**src/rtl/odc_pkg.sv**
```systemverilog
package odc_pkg;

  localparam int VALUE_W = 12;
  localparam int ANGLE_W = 15;
  localparam int RND_W   = 6;
  localparam int SPEED_W = 16;
  localparam int CSPD_W  = 15;
  localparam int CANG_W  = 14;
  localparam int TIMER_W = 8;
  localparam int SUM_W   = 24;
  localparam int CX_W    = 48;
  localparam int CZ_W    = 32;
  localparam int GAIN_W  = 24;
  localparam int NUM_W   = CSPD_W + CANG_W;
  localparam int CFG_IDX_W  = 3;
  localparam int CFG_DATA_W = 16;

  localparam logic signed [CZ_W-1:0] HALF_PI_Q24 = 32'sd26353589;
  localparam logic signed [CZ_W-1:0] PI_Q24      = 32'sd52707179;
  localparam logic [GAIN_W-1:0]      INV_GAIN_Q24 = 24'd10188014;

  typedef enum logic [1:0] {
    MOT_WALK  = 2'd0,
    MOT_SPIN  = 2'd1,
    MOT_AVOID = 2'd2
  } motion_t;

  typedef enum logic [CFG_IDX_W-1:0] {
    CFG_THRESHOLD = 3'd0,
    CFG_STILL_LEN = 3'd1,
    CFG_WALK_LIM  = 3'd2,
    CFG_WALK_SPD  = 3'd3,
    CFG_SPIN_SPD  = 3'd4,
    CFG_MAX_SPD   = 3'd5,
    CFG_NO_TURN   = 3'd6,
    CFG_SOFT_TURN = 3'd7
  } cfg_idx_t;

  typedef enum logic [3:0] {
    S_IDLE,
    S_ROT_GO,
    S_ROT_WAIT,
    S_ACC,
    S_LEN_X,
    S_LEN_Y,
    S_LEN_L,
    S_CMP,
    S_HEAD_GO,
    S_HEAD_WAIT,
    S_STEER,
    S_SEL,
    S_DIV_MUL,
    S_DIV_GO,
    S_DIV_WAIT,
    S_DONE
  } state_t;

  typedef struct packed {
    logic start;
    logic vectoring;
  } cordic_cmd_t;

  function automatic logic signed [CZ_W-1:0] atan_q24(input logic [4:0] idx);
    logic signed [CZ_W-1:0] r;
    case (idx)
      5'd0:  r = 32'sd13176795;
      5'd1:  r = 32'sd7778716;
      5'd2:  r = 32'sd4110060;
      5'd3:  r = 32'sd2086331;
      5'd4:  r = 32'sd1047214;
      5'd5:  r = 32'sd524117;
      5'd6:  r = 32'sd262123;
      5'd7:  r = 32'sd131069;
      5'd8:  r = 32'sd65536;
      5'd9:  r = 32'sd32768;
      5'd10: r = 32'sd16384;
      5'd11: r = 32'sd8192;
      5'd12: r = 32'sd4096;
      5'd13: r = 32'sd2048;
      5'd14: r = 32'sd1024;
      5'd15: r = 32'sd512;
      5'd16: r = 32'sd256;
      5'd17: r = 32'sd128;
      5'd18: r = 32'sd64;
      5'd19: r = 32'sd32;
      5'd20: r = 32'sd16;
      5'd21: r = 32'sd8;
      5'd22: r = 32'sd4;
      5'd23: r = 32'sd2;
      default: r = '0;
    endcase
    return r;
  endfunction

endpackage

```
**src/rtl/odc_div.sv**
```systemverilog
module odc_div (
  input  logic                          clk,
  input  logic                          rst_n,
  input  logic                          start,
  input  logic [odc_pkg::NUM_W-1:0]     num,
  input  logic [odc_pkg::CANG_W-1:0]    den,
  output logic                          done,
  output logic [odc_pkg::NUM_W-1:0]     quo
);
  localparam int CNT_W = $clog2(odc_pkg::NUM_W);

  logic                          busy_r, done_r;
  logic [CNT_W-1:0]              cnt_r;
  logic [odc_pkg::NUM_W-1:0]     quo_r;
  logic [odc_pkg::CANG_W-1:0]    den_r, rem_r;
  logic [odc_pkg::CANG_W:0]      trial;
  logic                          fits;

  always_comb begin
    trial = {rem_r, quo_r[odc_pkg::NUM_W-1]};
    fits  = trial >= {1'b0, den_r};
  end

  always_ff @(posedge clk) begin
    if (!rst_n) begin
      busy_r <= 1'b0;
      done_r <= 1'b0;
      cnt_r  <= '0;
    end else begin
      done_r <= 1'b0;
      if (start) begin
        busy_r <= 1'b1;
        cnt_r  <= '0;
      end else if (busy_r) begin
        if (cnt_r == CNT_W'(odc_pkg::NUM_W - 1)) begin
          busy_r <= 1'b0;
          done_r <= 1'b1;
        end
        cnt_r <= cnt_r + 1'b1;
      end
    end
  end

  always_ff @(posedge clk) begin
    if (start) begin
      quo_r <= num;
      den_r <= den;
      rem_r <= '0;
    end else if (busy_r) begin
      rem_r <= fits ? odc_pkg::CANG_W'(trial - {1'b0, den_r})
                    : trial[odc_pkg::CANG_W-1:0];
      quo_r <= {quo_r[odc_pkg::NUM_W-2:0], fits};
    end
  end

  assign done = done_r;
  assign quo  = quo_r;
endmodule

```
**config.mk**
```make
export PLATFORM = sky130hd
export DESIGN_NAME = odc_div
export DESIGN_NICKNAME = d
export VERILOG_FILES = /design/src/rtl/odc_pkg.sv /design/src/rtl/odc_div.sv
export SDC_FILE = /design/constraint.sdc
export NUM_CORES = 1
export LEC_CHECK = 0
export BUFFER_PORTS_ARGS = -buffer_cell sky130_fd_sc_hd__buf_2
export CAP_MARGIN = 20
export CORE_MARGIN = 3
export CORE_UTILIZATION = 52
export DETAILED_ROUTE_END_ITERATION = 10
export PLACE_DENSITY = 0.78
export SYNTH_ARGS = -nofsm -noshare
export SYNTH_HDL_FRONTEND = slang
export SYNTH_SLANG_ARGS = --single-unit
```
**constraint.sdc**
```tcl
create_clock -name clk -period 5.7 [get_ports clk]
set_input_delay 1.14 -clock clk [delete_from_list [all_inputs] [get_ports clk]]
set_output_delay 1.14 -clock clk [all_outputs]
set_load 0.01 [all_outputs]
```
=== After elaboration in Yosys (flattened, before gate mapping) ===
Cells that the tools add are included.

* Output and inout bits: 30
* Flip-flop bits (word level): 64
* Word-level logic and storage cells: 22
* Input bits: 46

* Bitwise gates (word level): 2
* $add $sub $neg: 2
* Reduce and logical (&&, ||, !) cells: 3
* Muxes and demuxes: 7
* Eq/ne operators: 1
* $lt $le $gt $ge: 1

{| class="wikitable"
|+ Operators by type and width
! operator !! number
|-
| $mux 29 || 2
|-
| $ge 15x14->1 || 1
|-
| $mux 14 || 1
|-
| $sub 14x14->14 || 1
|-
| $add 5x1->5 const B || 1
|-
| $eq 5x5->1 const B || 1
|-
| $mux 1 || 4
|-
| $reduce_or 3->1 || 1
|-
| $not 1->1 || 2
|-
| $reduce_bool 2->1 || 1
|-
| $reduce_or 2->1 || 1
|}

=== Logic depth before layout (Yosys ltp) ===
* Depth after elaboration: 4
* Depth in mapped cells: 11
* Mapped depth without buffers: 11

=== Worst setup path before layout ===
OpenSTA, ideal clock, no wires.

* Kind: input -> register
* Start: input port start
* End: register quo_r (netlist bit quo[0]) (enable)
* Path buffers: 1
* Cell stages on the path: 3
* Setup slack: 3.090 ns
* Arrival: 2.226 ns
* Library setup time: 0.384 ns
* Path through: buf_1 nor2_1 inv_1

* Cells in the longest elaborated chain, start to end: 1

{| class="wikitable"
|+ Ends and longest elaborated chain
! what !! RTL line !! RTL
|-
| start, declared || odc_div.sv:4 || <nowiki>input logic start,</nowiki>
|-
| $reduce_bool 2->1 (no line) || -- ||
|-
| end signal, assigned || odc_div.sv:46 || <nowiki>quo_r <= num;</nowiki>
|-
| end signal, assigned || odc_div.sv:52 || <nowiki>quo_r <= {quo_r[odc_pkg::NUM_W-2:0], fits};</nowiki>
|-
| end, declared || odc_div.sv:14 || <nowiki>logic [odc_pkg::NUM_W-1:0] quo_r;</nowiki>
|}

No other way between the ends.
A chain may end at the register's enable or synchronous reset.

=== Final worst setup path ===
* Start: register quo_r (netlist bit quo[28])
* End: register rem_r[10] (netlist name)

* Cells in the longest elaborated chain, start to end: 2
* Elaborated cells on any way between the ends: 3
* Those cells by class: add/sub (1); order compare (1); mux (1)

{| class="wikitable"
|+ Ends and longest elaborated chain
! what !! RTL line !! RTL
|-
| $sub 14x14->14 / $ge 15x14->1 (equally long branches) || odc_div.sv:50, odc_div.sv:21 ||
|-
| $mux 14 * || odc_div.sv:50 || <nowiki>rem_r <= fits ? odc_pkg::CANG_W'(trial - {1'b0, den_r})</nowiki>
|-
| end signal, assigned || odc_div.sv:50 ||
|-
| end, declared || odc_div.sv:15 || <nowiki>logic [odc_pkg::CANG_W-1:0] den_r, rem_r;</nowiki>
|}

Mark *: on every way between the ends. The rest lies on a longest branch, timed or not.

==> results by group <==
Logic synthesis
  • Mean Syn Cell Area: 11.90 µm²
  • Mapped Cells: 274
  • Mapped cell area: 3262 µm²
  • Yosys reg bits: 64
  • Main synth FF type: edfxtp_1
  • Post-synth ARST share: 0
  • Synth unique cells: 43
  • Yosys warns: 0
  • Post-synthesis sequential area ratio: 0.5247
  • Mapped Nets: 338
  • EDFF count, synth: 43

Timing
  • Min Tclk post-route: 2697 ps
  • Max Clock Freq: 370.8 MHz
  • Minimum hold slack: 477.4 ps
  • Hold Vio Cnt, Final: 0
  • Headroom to the max-slew limit: 0.4652
  • Setup TNS: 0 ps
  • # setup viols final: 0
  • Worst Skew: 12.44 ps
  • Final period util: 0.4731
  • Slew @ Worst Pin: 801.1 ps
  • Final slew viol count: 0
  • RSZ-0062 raised after global routing: no
  • Final worst slack: 3003 ps

Floorplan
  • Die span in y: 85.20 µm
  • Core Area: 5991 µm²
  • Total die area: 7259 µm²
  • Effective utilization at floorplan: 0.5445
  • Width of the die: 85.20 µm
  • # IOs: 76
  • Row cnt: 28

Clock tree
  • Clk buf depth: 2
  • Max H-tree Level: 3
  • Hold Buf Count CTS: 0
  • Clk_lat worst skew: 340 ps
  • CTS clk-pin slew, worst paths: 70 ps
  • Clk sinks: 64
  • TritonCTS clock tree: done
  • Clock tree root buffer cell: clkbuf_8
  • Postcts setup bufs: 0
  • CTS resizes: 0
  • CTS buffer count: 9

Routing
  • Detailed Route Iter0 Violations: 124
  • Antenna-violating nets left: 0
  • Avg WL per Cell: 14.95 µm
  • Initial DRT Pass Iterations: 4
  • Residual DRC: 0
  • Vias: 2341
  • Total wire length: 6.488 mm
  • Drt via density: 5.394

Worst setup path
  • Slowest cell delay on critical path: 430 ps
  • Critical Path Sink Type: flop
  • Startpoint Class: flop
  • Crit path DAT: 2920 ps
  • CP max stage cell: fa_1
  • WP data required: 5920 ps
  • WP buf/inv: 2
  • WS Path Type: reg2reg
  • Crit path max fanout: 3
  • Worst-path cell chain: inv_1 > ha_1 > inv_1 > fa_1 > a211oi_1 > o21ai_1 > a211oi_1 > o21bai_1 > a21oi_1 > xor2_1 > o31ai_1
  • Top delay family on crit path: compound AO/OA/AOI/OAI gates

Pwr
  • Leakage: 1.702 nW
  • Tot Pwr: 1.260 mW
  • Power per standard cell area: 318.3 nW/µm²
  • Peak VDD IR: 189.2 µV

Layout
  • Final Net Count: 418
  • Share of layout cells above drive strength 1: 0.3538
  • Fill cells: 454
  • Area delta synth->final: 21.40%
  • Most frequent cells in the layout: buf_2, edfxtp_1, mux2_2
  • Commonest non-fill, non-tap cell in the layout: buf_2
  • Antenna Cells: 0
  • Finished Core Util: 0.6610

Global routing
  • Global route hottest layer: met2
  • Global-route wire length before repair: 10.81 mm
  • Congestion Overflow GR: 0
  • M2 GR Usage: 0.2931
  • Largest net degree at the start of global routing: 56
  • GR Util met3: 0.07573
  • Initial antenna violation count: 0
  • Met1 usage: 0.2495
  • Number of global-route vias before repair: 2330
  • GR Util All Layers: 0.1905

Run
  • Max-cap violations: 0

Worst hold path
  • Worst hold path type: reg2reg

Placement
  • Worst slack, placed: 2332 ps
  • IO Port Bufs: 75
  • DPL Wire Length: 4.525 mm
  • GP Congestion: 0.8601

Run status
  • Status: finished, final reports clean
[worst min-delay path, cell delays in order (launching register included)]
cell	delay, ps
dfxtp_1	330
nand2_1	60
o21ai_1	50
[Yosys cell counts, drive strengths merged (2+ instances only)]
library cell | count | share of area
edfxtp | 43 | 0.40
mux2 | 28 | 0.097
nor2 | 24 | 0.028
dfxtp | 21 | 0.13
inv | 21 | 0.024
ha | 17 | 0.065
a21oi | 13 | 0.021
nand2 | 12 | 0.014
a211oi | 11 | 0.025
mux2i | 11 | 0.034
o21ai | 10 | 0.015
xor2 | 8 | 0.021
buf | 6 | 0.013
xnor2 | 6 | 0.016
o31ai | 5 | 0.013
a32oi | 4 | 0.011
nand2b | 4 | 0.0077
nand4 | 4 | 0.0077
a21o | 2 | 0.0046
clkbuf | 2 | 0.0023
nor2b | 2 | 0.0046
nor3 | 2 | 0.0031
o211ai | 2 | 0.0046
o21a | 2 | 0.0046
o21bai | 2 | 0.0046
[where the power goes]
group / internal, mW / switching, mW / leakage (nW)
sequential: 0.541 / 0.0245 / 0.601
combinational: 0.104 / 0.116 / 0.986
clock: 0.291 / 0.184 / 0.116
[logic make-up (layout without fill, tap and decap cells)]
group / after synthesis / in the layout / share of synthesized area
and+or+nand+nor: 54 / 54 / 0.07826
buffers and inverters: 29 / 114 / 0.03912
muxes: 39 / 39 / 0.1304
xor gates and xnor gates: 14 / 14 / 0.03759
adders and majority gates: 18 / 18 / 0.07135
DFF: 64 / 64 / 0.5247
AOI/OAI and AO/OA: 56 / 56 / 0.1185
[flip-flops by register name, summed over array words and instances (netlist names)]
signal and flops:
busy_r 1, cnt_r 5, den_r 14, done 1, quo 29, rem_r 14
[worst paths after layout]
path | startpoint | endpoint | slack [ps] | cells past startpoint
min reg2reg | rem_r[2]$_SDFFE_PP0P_ | rem_r[2]$_SDFFE_PP0P_ | 480 | 2
min | rem_r[2]$_SDFFE_PP0P_ | rem_r[2]$_SDFFE_PP0P_ | 480 | 2
max | quo[28]$_DFFE_PP_ | rem_r[10]$_SDFFE_PP0P_ | 3000 | 11
max reg2reg | quo[28]$_DFFE_PP_ | rem_r[10]$_SDFFE_PP0P_ | 3000 | 11
[area by class of cell]
type                    count  area (µm²)  share of cell area
clock inverters             7       118.9             0.03002
clock buffers               9       123.9             0.03128
flip-flops and latches     64        1712              0.4322
multi-input cells         181        1423              0.3592
well taps                  75       93.84             0.02370
inverters                  21       78.83             0.01991
repair buffers             77       410.4              0.1036
[metal layers]
layer	wire length [µm]	up-vias
met5	0	-
met4	80	0
met3	531	6
met2	3023	92
met1	2853	1069
li1	-	1174
[metrics by stage]
stage | std cells | area (µm²)
final | 434 | 3960
after global routing | 434 | 3960
after CTS | 433 | 3933
after detailed placement | 417 | 3690
after global placement | 417 | 3690
after floorplan | 274 | 3262
(Power assumes the default switching activity.)
