$ cat config.mk
export PLATFORM = sky130hd
export DESIGN_NAME = odc_cordic
export DESIGN_NICKNAME = d
export VERILOG_FILES = /design/src/rtl/odc_pkg.sv /design/src/rtl/odc_cordic.sv
export SDC_FILE = /design/constraint.sdc
export NUM_CORES = 1
export LEC_CHECK = 0
export BUFFER_PORTS_ARGS = -buffer_cell sky130_fd_sc_hd__buf_2
export CAP_MARGIN = 20
export CELL_PAD_IN_SITES_DETAIL_PLACEMENT = 0
export CELL_PAD_IN_SITES_GLOBAL_PLACEMENT = 1
export CORE_MARGIN = 5
export CORE_UTILIZATION = 48
export DETAILED_ROUTE_END_ITERATION = 7
export GPL_TIMING_DRIVEN = 0
export PLACE_DENSITY = 0.95
export RECOVER_POWER = 50
export SLEW_MARGIN = 20
export SYNTH_ARGS = -nofsm -noshare
export SYNTH_HDL_FRONTEND = slang
export SYNTH_SLANG_ARGS = --single-unit
$ cat constraint.sdc
create_clock -name clk -period 12.3 [get_ports clk]
set_input_delay 2.46 -clock clk [delete_from_list [all_inputs] [get_ports clk]]
set_output_delay 2.46 -clock clk [all_outputs]
set_load 0.01 [all_outputs]
$ cat src/rtl/odc_pkg.sv
package odc_pkg;

  localparam int VALUE_W = 12;
  localparam int ANGLE_W = 15;
  localparam int RND_W   = 6;
  localparam int SPEED_W = 16;
  localparam int CSPD_W  = 15;
  localparam int CANG_W  = 14;
  localparam int TIMER_W = 8;
  localparam int SUM_W   = 24;
  localparam int CX_W    = 48;
  localparam int CZ_W    = 32;
  localparam int GAIN_W  = 24;
  localparam int NUM_W   = CSPD_W + CANG_W;
  localparam int CFG_IDX_W  = 3;
  localparam int CFG_DATA_W = 16;

  localparam logic signed [CZ_W-1:0] HALF_PI_Q24 = 32'sd26353589;
  localparam logic signed [CZ_W-1:0] PI_Q24      = 32'sd52707179;
  localparam logic [GAIN_W-1:0]      INV_GAIN_Q24 = 24'd10188014;

  typedef enum logic [1:0] {
    MOT_WALK  = 2'd0,
    MOT_SPIN  = 2'd1,
    MOT_AVOID = 2'd2
  } motion_t;

  typedef enum logic [CFG_IDX_W-1:0] {
    CFG_THRESHOLD = 3'd0,
    CFG_STILL_LEN = 3'd1,
    CFG_WALK_LIM  = 3'd2,
    CFG_WALK_SPD  = 3'd3,
    CFG_SPIN_SPD  = 3'd4,
    CFG_MAX_SPD   = 3'd5,
    CFG_NO_TURN   = 3'd6,
    CFG_SOFT_TURN = 3'd7
  } cfg_idx_t;

  typedef enum logic [3:0] {
    S_IDLE,
    S_ROT_GO,
    S_ROT_WAIT,
    S_ACC,
    S_LEN_X,
    S_LEN_Y,
    S_LEN_L,
    S_CMP,
    S_HEAD_GO,
    S_HEAD_WAIT,
    S_STEER,
    S_SEL,
    S_DIV_MUL,
    S_DIV_GO,
    S_DIV_WAIT,
    S_DONE
  } state_t;

  typedef struct packed {
    logic start;
    logic vectoring;
  } cordic_cmd_t;

  function automatic logic signed [CZ_W-1:0] atan_q24(input logic [4:0] idx);
    logic signed [CZ_W-1:0] r;
    case (idx)
      5'd0:  r = 32'sd13176795;
      5'd1:  r = 32'sd7778716;
      5'd2:  r = 32'sd4110060;
      5'd3:  r = 32'sd2086331;
      5'd4:  r = 32'sd1047214;
      5'd5:  r = 32'sd524117;
      5'd6:  r = 32'sd262123;
      5'd7:  r = 32'sd131069;
      5'd8:  r = 32'sd65536;
      5'd9:  r = 32'sd32768;
      5'd10: r = 32'sd16384;
      5'd11: r = 32'sd8192;
      5'd12: r = 32'sd4096;
      5'd13: r = 32'sd2048;
      5'd14: r = 32'sd1024;
      5'd15: r = 32'sd512;
      5'd16: r = 32'sd256;
      5'd17: r = 32'sd128;
      5'd18: r = 32'sd64;
      5'd19: r = 32'sd32;
      5'd20: r = 32'sd16;
      5'd21: r = 32'sd8;
      5'd22: r = 32'sd4;
      5'd23: r = 32'sd2;
      default: r = '0;
    endcase
    return r;
  endfunction

endpackage

$ cat src/rtl/odc_cordic.sv
module odc_cordic #(
  parameter int STEPS = 16
) (
  input  logic                                 clk,
  input  logic                                 rst_n,
  input  odc_pkg::cordic_cmd_t                 cmd,
  input  logic signed [odc_pkg::CX_W-1:0]      x0,
  input  logic signed [odc_pkg::CX_W-1:0]      y0,
  input  logic signed [odc_pkg::CZ_W-1:0]      z0,
  output logic                                 done,
  output logic signed [odc_pkg::CX_W-1:0]      x,
  output logic signed [odc_pkg::CX_W-1:0]      y,
  output logic signed [odc_pkg::CZ_W-1:0]      z
);
  localparam int CNT_W = $clog2(STEPS);

  logic                             busy_r, done_r, vec_r;
  logic [CNT_W-1:0]                 cnt_r;
  logic signed [odc_pkg::CX_W-1:0]  x_r, y_r, xs, ys;
  logic signed [odc_pkg::CZ_W-1:0]  z_r, at;
  logic                             pos;

  always_comb begin
    xs  = x_r >>> cnt_r;
    ys  = y_r >>> cnt_r;
    at  = odc_pkg::atan_q24(5'(cnt_r));
    pos = vec_r ? y_r[odc_pkg::CX_W-1] : ~z_r[odc_pkg::CZ_W-1];
  end

  always_ff @(posedge clk) begin
    if (!rst_n) begin
      busy_r <= 1'b0;
      done_r <= 1'b0;
      cnt_r  <= '0;
    end else begin
      done_r <= 1'b0;
      if (cmd.start) begin
        busy_r <= 1'b1;
        cnt_r  <= '0;
      end else if (busy_r) begin
        if (cnt_r == CNT_W'(STEPS - 1)) begin
          busy_r <= 1'b0;
          done_r <= 1'b1;
        end
        cnt_r <= cnt_r + 1'b1;
      end
    end
  end

  always_ff @(posedge clk) begin
    if (cmd.start) begin
      x_r   <= x0;
      y_r   <= y0;
      z_r   <= z0;
      vec_r <= cmd.vectoring;
    end else if (busy_r) begin
      if (pos) begin
        x_r <= x_r - ys;
        y_r <= y_r + xs;
        z_r <= z_r - at;
      end else begin
        x_r <= x_r + ys;
        y_r <= y_r - xs;
        z_r <= z_r + at;
      end
    end
  end

  assign done = done_r;
  assign x    = x_r;
  assign y    = y_r;
  assign z    = z_r;
endmodule

# Word level (Yosys, flattened, before mapping)
# Memory sizes are Yosys's and may differ from the RTL's. A register that Yosys moved wholly into a read port is not among the register bits.
# Cells that the tools add are included.
# totals
n_memories	1
elab_cells	40
romBits	384
ramBits	0
ff_bits	135
latch_bits	0
# memory_table
memory	depth	width	rd	rd_clocked_by_memory_dff	wr	line	rtl
(no name shown)	16	24	1	1	0	odc_pkg.sv:65	case (idx)
# classes
n_lt_le_gt_ge	0
bitwise_logic	3
muxes	16
div_mod_pow	0
shifts	2
addsub	7
reduce_logical	3
multipliers	0
n_eq_ne	1
# op_table
cell	n
48-bit two-way mux	6
48-bit adder	2
32-bit two-way mux	3
48-bit by 4-bit >>> shifter with 48-bit output	2
48-bit subtractor	2
32-bit adder	1
32-bit subtractor	1
4-bit two-way mux	2
1-bit two-way mux	5
4-bit by 1-bit adder with 4-bit output (second input constant)	1
4-bit equality test (second input constant)	1
1-bit inverter	3
3-bit OR reduction	1
2-bit nonzero test	1
2-bit OR reduction	1

# Depth between registers and ports, before layout
# Gate-level depths: netlist of the first run.
# depth
word_depth	5
ltp_mapped	31
mapped_depth_nobuf	25

# Least setup slack after synthesis of the first run
# Ideal clock, no wire load.
# synth_timing
kind	input to register
from	in cmd[1] (netlist bit)
to	reg x_r, in the netlist x[0], enable pin
t_arrival_ns	5.937
path_slack_ns	5.871
stages	4
path_cell_list	clkbuf_1 -> clkinv_1 -> clkbuf_1 -> nand2_1
# synth_between
elab_chain_len	1
# synth_rtl
element	line	rtl
start, declared	odc_cordic.sv:6	input odc_pkg::cordic_cmd_t cmd,
2-bit nonzero test (no line)	n/a	
end signal, assigned	odc_cordic.sv:58	x_r <= x_r - ys;
end signal, assigned	odc_cordic.sv:62	x_r <= x_r + ys;
end, declared	odc_cordic.sv:19	logic signed [odc_pkg::CX_W-1:0] x_r, y_r, xs, ys;
# No other way between the ends.
# A chain may end at the register's enable or synchronous reset.

# Final worst setup path of the first run
# layout_timing
from	reg cnt_r[3]
to	reg y_r, in the netlist y[40] (data pin)
# layout_between
elab_chain_len	5
# layout_rtl
element	line	rtl
start, declared	odc_cordic.sv:18	logic [CNT_W-1:0] cnt_r;
start signal, assigned	odc_cordic.sv:45	cnt_r <= cnt_r + 1'b1;
48-bit by 4-bit >>> shifter with 48-bit output (*)	odc_cordic.sv:24	xs = x_r >>> cnt_r;
48-bit subtractor or 48-bit adder (tied branches)	odc_cordic.sv:63, odc_cordic.sv:59	
48-bit two-way mux (*)	odc_cordic.sv:57	if (pos) begin
48-bit two-way mux (*)	odc_cordic.sv:56	end else if (busy_r) begin
48-bit two-way mux (*)	odc_cordic.sv:51	if (cmd.start) begin
end signal, assigned	odc_cordic.sv:53	y_r <= y0;
end signal, assigned	odc_cordic.sv:59	y_r <= y_r + xs;
end signal, assigned	odc_cordic.sv:63	y_r <= y_r - xs;
end, declared	odc_cordic.sv:19	
# Every way passes the cells marked *; elsewhere a longest branch is shown, timed or not. The select of a mux whose other input is x is not followed.

==> results.json, run 1 <==
{
  "outcome": "complete, but fails checks",
  "failed_checks": "max-capacitance violations, max-slew violations",
  "ys_seq_elements": 158,
  "grt_usage": 0.3692,
  "drt_iter0_markers": 2395,
  "synthSimpleGateAreaFrac": 0.1633,
  "postCtsSetupBuffers": 0,
  "r2r_start": "cnt_r[3]$_SDFFE_PP0P_",
  "worstMarginPinSlew_ps": 3313,
  "synth_xor_area_frac": 0.09692,
  "holdPathEnd": "cnt_r[1]$_SDFFE_PP0P_",
  "instances_no_fill": 3329,
  "die_area_sq_um": 47560,
  "final-max-slew-violation-count": 110,
  "seq_area_sq_um": 4454,
  "drcViolationCount": 0,
  "path_max_fanout": 10,
  "yosys.area.top_type": "edfxtp_1",
  "worstRegToRegCells": 24,
  "syn_to_final_growth_pct": 11.85,
  "final_cell_mix": "324 x nand2_1, 238 x o21ai_0, 220 x clkbuf_1",
  "worst_clock_skew_ps": 22.33,
  "cts_sinks": 158,
  "grt_pass1_vias": 20820,
  "ant_nets": 0,
  "synth_compound_gate_area_share": 0.2206,
  "fp-row-count": 76,
  "die_y_um": 218.1,
  "end_kind": "flop",
  "dp.cells": 3297,
  "viasPerCell": 6.519,
  "cap_violations": 2,
  "timing_worst_setup_path_type": "reg -> reg",
  "final_area_sq_um": 23250,
  "holdBufCountCts": 0,
  "hp-class": "reg -> reg",
  "synth_top_area_frac": 0.1864,
  "cts_resized": 0,
  "final_common_cell": "nand2_1",
  "hp-start": "cnt_r[0]$_SDFFE_PP0P_",
  "clk_pin_slew_ps": 90,
  "drive_gt1_frac": 0.1334,
  "ys.flop_type": "edfxtp_1",
  "routedWlPerCell_um": 27.15,
  "gr-total-overflow": 0,
  "arrival_ps": 10490,
  "min_path_cells": 3,
  "cts_tree": "built",
  "max_slew_margin": -1.208,
  "fin_crit_sh": 0.8321,
  "port_buffers": 260,
  "routabilityCongestion": 1.115,
  "r2r_slack_ps": 2060,
  "setup-violations-final": 0,
  "synth.area.top_cells": "edfxtp_1 19%, mux4_2 9.6%, ha_1 8.9%",
  "nets": 3014,
  "max_freq_ghz": 0.09770,
  "rsz0062_at_grt": "no",
  "grt_pass1_wl_mm": 131.5,
  "r2r-end": "y[40]$_DFFE_PP_",
  "initial_utilization": 0.4836,
  "grt_max_degree": 58,
  "drt-total-wl_mm": 90.40,
  "antenna_cells": 0,
  "dp_hpwl_mm": 71.01,
  "synth_cells": 2449,
  "yosys_warnings": 0,
  "synth_seq_area_share": 0.2143,
  "postSynthAreaPerCell_sq_um": 8.487,
  "clockBufferDepth": 2,
  "htreeDepth": 4,
  "crit_start": "cnt_r[3]$_SDFFE_PP0P_",
  "cts_buffers": 17,
  "clk_latency_ps": 520,
  "cp-start-kind": "flop",
  "root_buffer": "clkbuf_16",
  "grt_antenna_before_repair": 2,
  "finalHoldViolCount": 0,
  "yosysUniqueCellTypes": 84,
  "multiInputGateArea_sq_um": 15530,
  "io-pin-count": 261,
  "synth_mux_area_frac": 0.1745,
  "fill_cells": 4176,
  "die_w_um": 218.1,
  "cp.required_ps": 12560,
  "synth_top_family_by_area": "compound AO/OA/AOI/OAI gates",
  "vias": 21700,
  "postPlaceCellArea_sq_um": 22900,
  "finalSetupTns_ps": 0,
  "finalCriticalPeriod_ps": 10240,
  "async_flop_share": 0,
  "synth.net_count": 2732,
  "first_pass_iters": 7,
  "synth_edf_count": 129,
  "synth_fa_ha_area_frac": 0.09198,
  "netlist_area_sq_um": 20780,
  "core-area_sq_um": 42980
}
-- cells by family after synthesis --
kind of cell    after synthesis
mux                         241
xor+xnor                    230
fa+ha+maj                   151
simple gates                733
flops                       158
buf+inv                     190
compound gates              746
-- metrics by stage --
step | util | setup WS (ps) | hold slack (ps)
after floorplan | - | 5871 | 600.3
after global placement | 0.5309 | 2202 | 631.3
after detailed placement | 0.5328 | 2496 | 638.0
after CTS | 0.5462 | 2455 | 659.5
after global routing | 0.5409 | 1845 | 718.6
final | 0.5409 | 2065 | 660.1
-- synth_stat cells (all sizes together) (64+ instances only) --
library cell / n
nand2: 324
o21ai: 244
a21oi: 195
ha: 148
nor2: 148
edfxtp: 129
xnor2: 116
xor2: 114
a21o: 90
mux4: 89
mux2i: 88
clkbuf: 86
mux2: 64
-- cell type report --
type,instances,share of cell area
timing repair buffer,263,0.04946
inverter,48,0.007750
buffer,142,0.02670
tap,585,0.03149
sequential,158,0.1916
clock inverter,12,0.004682
multi-input combinational,2101,0.6682
clock buffer,20,0.02013
-- worst max-delay path by stage --
stage,endpoint
2_1_floorplan,x[0]$_DFFE_PP_
3_3_place_gp,y[40]$_DFFE_PP_
3_5_place_dp,y[40]$_DFFE_PP_
4_1_cts,y[40]$_DFFE_PP_
5_1_grt,y[40]$_DFFE_PP_
6_report,y[40]$_DFFE_PP_
-- flip-flops by register name, summed over array words and instances, names as in the netlist --
register	cells
busy_r	1
done	1
z	32
vec_r	1
x	48
cnt_r	4
at	23
y	48
-- worst max-delay path, cell delays in order (launching register included) --
cell and delay (ps):
dfxtp_1 430, buf_1 720, clkbuf_1 850, clkbuf_1 580, clkbuf_1 790, buf_1 720
clkbuf_1 820, a21oi_1 80, a21oi_1 220, ha_1 220, nand3_1 100, or2_1 280
nor2_1 480, a21oi_1 160, xnor2_1 340, ha_1 360, a21o_1 250, a21oi_1 170
o31ai_1 180, o31ai_1 450, a21oi_1 170, a2111oi_1 860, o21bai_1 220, xor2_1 200
mux2_2 280
-- metal layers --
metal / wire length (um) / share of wire / vias up / GRT usage
li1: - / - / 9716 / -
met2: 39040 / 0.43 / 1330 / 0.5587
met1: 37440 / 0.41 / 10450 / 0.4993
met4: 3875 / 0.043 / 4 / 0.1467
met5: 34 / 0.00038 / - / 0
met3: 10010 / 0.11 / 199 / 0.1072
Power of run 1 is not shown: default switching activity piles up to over one toggle a cycle in this logic, so the estimate is an artifact.
==> run 2, diff against run 1 <==
CORE_UTILIZATION = 46   (was 48)
PLACE_DENSITY = 0.93   (was 0.95)
clock period = 10.5 ns   (was 12.3 ns; I/O delays follow)
==> run 2 against run 1 <==
Against the previous run:
- cell area is essentially flat
- largest cell class unchanged
- worst hold slack gained 6.6 ps
- wire length grew 4.0%
- clock-buffer cell count shrank 1
- maximum frequency grew 1.3%
- critical endpoint unchanged
- via count grew 0.76%
- the run still ends with max-capacitance violations, max-slew violations left
- worst setup slack lost 1700 ps
- highest routed layer unchanged
- utilization shrank 1.8 points
- non-clock buffer count shrank 1
==> results.json, run 2 (synthesis gave the netlist of run 1 again) <==
{
  "setup-violations-final": 0,
  "ant_nets": 0,
  "initial_utilization": 0.4680,
  "grt_pass1_vias": 20670,
  "arrival_ps": 10360,
  "cap_violations": 2,
  "io-pin-count": 261,
  "cp-start-kind": "flop",
  "first_pass_iters": 5,
  "vias": 21870,
  "cts_resized": 0,
  "grt_usage": 0.3659,
  "drcViolationCount": 0,
  "hp-class": "reg -> reg",
  "finalCriticalPeriod_ps": 10100,
  "grt_pass1_wl_mm": 136.4,
  "timing_worst_setup_path_type": "reg -> reg",
  "cts_tree": "built",
  "nets": 3013,
  "fin_crit_sh": 0.9622,
  "drt-total-wl_mm": 94.04,
  "drive_gt1_frac": 0.1331,
  "viasPerCell": 6.557,
  "port_buffers": 260,
  "max_slew_margin": -1.133,
  "postPlaceCellArea_sq_um": 22890,
  "routabilityCongestion": 1.116,
  "final_cell_mix": "324 x nand2_1, 238 x o21ai_0, 220 x clkbuf_1",
  "clk_pin_slew_ps": 80,
  "grtUsageMet1": 0.5141,
  "die_y_um": 222.6,
  "finalHoldViolCount": 0,
  "path_max_fanout": 10,
  "clockBufferDepth": 2,
  "top_usage_layer": "met2",
  "root_buffer": "clkbuf_16",
  "final_common_cell": "nand2_1",
  "use_met3": 0.09780,
  "end_kind": "flop",
  "cts_buffers": 17,
  "grt_antenna_before_repair": 1,
  "core-area_sq_um": 44410,
  "routedWlPerCell_um": 28.20,
  "fp-row-count": 77,
  "dp_hpwl_mm": 73.79,
  "die_w_um": 222.6,
  "holdBufCountCts": 0,
  "gr-total-overflow": 0,
  "drt_iter0_markers": 2621,
  "failed_checks": "max-capacitance violations, max-slew violations",
  "htreeDepth": 4,
  "final_area_sq_um": 23230,
  "worst_clock_skew_ps": 26.22,
  "final-max-slew-violation-count": 105,
  "clk_latency_ps": 510,
  "outcome": "complete, but fails checks",
  "met2_usage": 0.5414,
  "antenna_cells": 0,
  "finalSetupTns_ps": 0,
  "cts_sinks": 158,
  "rsz0062_at_grt": "no",
  "grt_max_degree": 58,
  "postCtsSetupBuffers": 0,
  "syn_to_final_growth_pct": 11.77,
  "worstMarginPinSlew_ps": 3200,
  "die_area_sq_um": 49540,
  "cp.required_ps": 10750,
  "max_freq_ghz": 0.09898
}
[run 2: cell count changes in the layout (fill, tap and decap cells not counted)]
| cell | delta |
|---|---|
| clkinv_8 | +1 |
| inv_6 | -2 |
| clkbuf_8 | -1 |
| inv_4 | +1 |
| clkbuf_16 | -1 |
| inv_8 | +1 |
| clkinv_2 | +1 |
| clkinvlp_4 | -1 |
[run 2: path summary, 6_finish.rpt]
| kind | startpoint | to | slack, ps | depth (start not counted) |
|---|---|---|---|---|
| max | cnt_r[3]$_SDFFE_PP0P_ | y[40]$_DFFE_PP_ | 400 | 24 |
| min | cnt_r[0]$_SDFFE_PP0P_ | cnt_r[1]$_SDFFE_PP0P_ | 670 | 3 |
| max reg2reg | cnt_r[3]$_SDFFE_PP0P_ | y[40]$_DFFE_PP_ | 400 | 24 |
| min reg2reg | cnt_r[0]$_SDFFE_PP0P_ | cnt_r[1]$_SDFFE_PP0P_ | 670 | 3 |
[run 2: through the flow]
step | setup WS (ps) | cells | util | hold WS (ps)
after floorplan | 4271 | 2449 | - | 600.3
after global placement | 683.6 | 3301 | 0.5140 | 624.2
after detailed placement | 593.4 | 3303 | 0.5153 | 641.3
after CTS | 560.0 | 3335 | 0.5278 | 660.3
after global routing | 276.6 | 3335 | 0.5231 | 712.3
final | 397.2 | 3335 | 0.5231 | 666.6
[run 2: cell type report]
class                   count  area [sq um]
plain buffers             142         620.6
clock buffers              19         432.9
clock inverters            13         122.6
fillers                  4304         21180
inverters                  48         180.2
multi-input cells        2101         15530
flip-flops and latches    158          4454
well taps                 592         740.7
repair buffers            262          1146
[run 2: worst max-delay path, cell delays in order, from the launching register on]
cell and delay (ps):
dfxtp_1 370, buf_1 780, clkbuf_1 670, clkbuf_1 530
clkbuf_1 680, buf_1 640, clkbuf_1 730, a21oi_1 80
a21oi_1 260, ha_1 240, nand3_1 110, or2_1 300
nor2_1 540, a21oi_1 170, xnor2_1 420, ha_1 380
a21o_1 250, a21oi_1 180, o31ai_1 190, o31ai_1 550
a21oi_1 190, a2111oi_1 830, o21bai_1 200, xor2_1 200
mux2_2 280
[run 2: metal layers]
| metal | part of all wire | up-vias |
|---|---|---|
| met5 | 0.000085 | - |
| met4 | 0.042 | 2 |
| met3 | 0.11 | 201 |
| met2 | 0.42 | 1358 |
| met1 | 0.42 | 10600 |
| li1 | - | 9707 |
Power of run 2 is left out for the same reason.
==> run 3, diff against run 2 <==
PLACE_DENSITY = 0.95   (was 0.93)
==> run 3 against run 2 <==
Against the previous run:
- the run still ends with max-capacitance violations, max-slew violations left
- critical path depth unchanged
- clock skew decreased by 7.4 ps
- non-clock buffer count unchanged
- worst hold slack improved by 6.9 ps
- critical endpoint unchanged
==> results.json, run 3 (synthesis gave the netlist of run 1 again) <==
{
  "drcViolationCount": 0,
  "path_max_fanout": 10,
  "timing_worst_setup_path_type": "reg -> reg",
  "final-max-slew-violation-count": 50,
  "setup-violations-final": 0,
  "failed_checks": "max-capacitance violations, max-slew violations",
  "finalSetupTns_ps": 0,
  "worstMarginPinSlew_ps": 2923,
  "fill_cells": 4282,
  "final_common_cell": "nand2_1",
  "ant_nets": 0,
  "holdBufCountCts": 0,
  "max_freq_ghz": 0.09770,
  "cap_violations": 1,
  "fin_crit_sh": 0.9748,
  "die_w_um": 222.6,
  "die_y_um": 222.6,
  "io-pin-count": 261,
  "grt_max_degree": 57,
  "worst_clock_skew_ps": 18.80,
  "fp-row-count": 77,
  "end_kind": "flop",
  "dp_hpwl_mm": 74.89,
  "first_pass_iters": 6,
  "routabilityCongestion": 1.148,
  "port_buffers": 260,
  "cts_tree": "built",
  "multiInputGateArea_sq_um": 15530,
  "finalCriticalPeriod_ps": 10240,
  "grt_usage": 0.3687,
  "cp.required_ps": 10760,
  "final_cell_mix": "324 x nand2_1, 238 x o21ai_0, 224 x clkbuf_1",
  "die_area_sq_um": 49540,
  "initial_utilization": 0.4680,
  "clk_pin_slew_ps": 70,
  "seq_area_sq_um": 4454,
  "outcome": "complete, but fails checks",
  "vias": 21900,
  "r2r_slack_ps": 260,
  "clockBufferDepth": 2,
  "grt_antenna_before_repair": 1,
  "grt_pass1_wl_mm": 137.5,
  "grt_pass1_vias": 20800,
  "cts_resized": 0,
  "core-area_sq_um": 44410,
  "finalHoldViolCount": 0,
  "htreeDepth": 4,
  "gr-total-overflow": 0,
  "hp-class": "reg -> reg",
  "drt-total-wl_mm": 95.53,
  "postCtsSetupBuffers": 0,
  "cts_sinks": 158,
  "nets": 3013,
  "viasPerCell": 6.566,
  "max_slew_margin": -0.9489,
  "drive_gt1_frac": 0.1327,
  "finish.utilization": 0.5237,
  "clk_latency_ps": 510,
  "cp-start-kind": "flop",
  "arrival_ps": 10490,
  "root_buffer": "clkbuf_16",
  "cts_buffers": 17,
  "routedWlPerCell_um": 28.64,
  "rsz0062_at_grt": "no",
  "drt_iter0_markers": 2571,
  "syn_to_final_growth_pct": 11.90
}
[run 3: changes by cell type in the layout (fill, tap and decap cells not counted), sizes merged]
cell,before,now
buf,184,181
clkbuf,239,242
clkinv,5,7
diode,0,1
inv,56,54
[run 3: layout make-up]
type / instances / share of cell area
plain buffers: 142 / 0.02663
flip-flops and latches: 158 / 0.1915
clock inverters: 13 / 0.005380
repair buffers: 262 / 0.05030
clock buffers: 19 / 0.01861
inverters: 48 / 0.007747
multi-input cells: 2101 / 0.6679
diodes: 1 / 0.0001076
well taps: 592 / 0.03185
[run 3: critical path, stage by stage, from the launching register on]
cell,delay [ps]
dfxtp_1,360
clkbuf_1,850
clkbuf_1,750
clkbuf_1,560
clkbuf_1,590
clkbuf_1,810
clkbuf_1,740
a21oi_1,80
a21oi_1,270
ha_1,240
nand3_1,100
or2_1,280
nor2_1,410
a21oi_1,160
xnor2_1,520
ha_1,400
a21o_1,240
a21oi_1,190
o31ai_1,200
o31ai_1,550
a21oi_1,190
a2111oi_1,790
o21bai_1,190
xor2_1,200
mux2_2,280
[run 3: metal layers]
metal  share of wire  vias up  track usage
met5               0        -            0
met3            0.11      190      0.09529
li1                -     9697            -
met2            0.43     1363       0.5509
met4           0.042        0       0.1504
met1            0.42    10650       0.5098
[run 3: stage by stage]
step | instances | hold WS (ps) | setup slack, ps | area [sq um]
after floorplan | 2449 | 600.3 | 4271 | 20780
after global placement | 3301 | 626.8 | 345.3 | 22830
after detailed placement | 3303 | 648.8 | 777.3 | 22890
after CTS | 3335 | 667.4 | 735.8 | 23450
after global routing | 3335 | 726.9 | 361.3 | 23260
final | 3336 | 673.5 | 264.5 | 23260
[run 3: final timing paths]
path,startpoint,to,cells past startpoint
worst max register to register,cnt_r[3]$_SDFFE_PP0P_,y[40]$_DFFE_PP_,24
worst min-delay path,cnt_r[0]$_SDFFE_PP0P_,cnt_r[1]$_SDFFE_PP0P_,3
worst min register to register,cnt_r[0]$_SDFFE_PP0P_,cnt_r[1]$_SDFFE_PP0P_,3
worst max-delay path,cnt_r[3]$_SDFFE_PP0P_,y[40]$_DFFE_PP_,24
Power of run 3 is left out for the same reason.
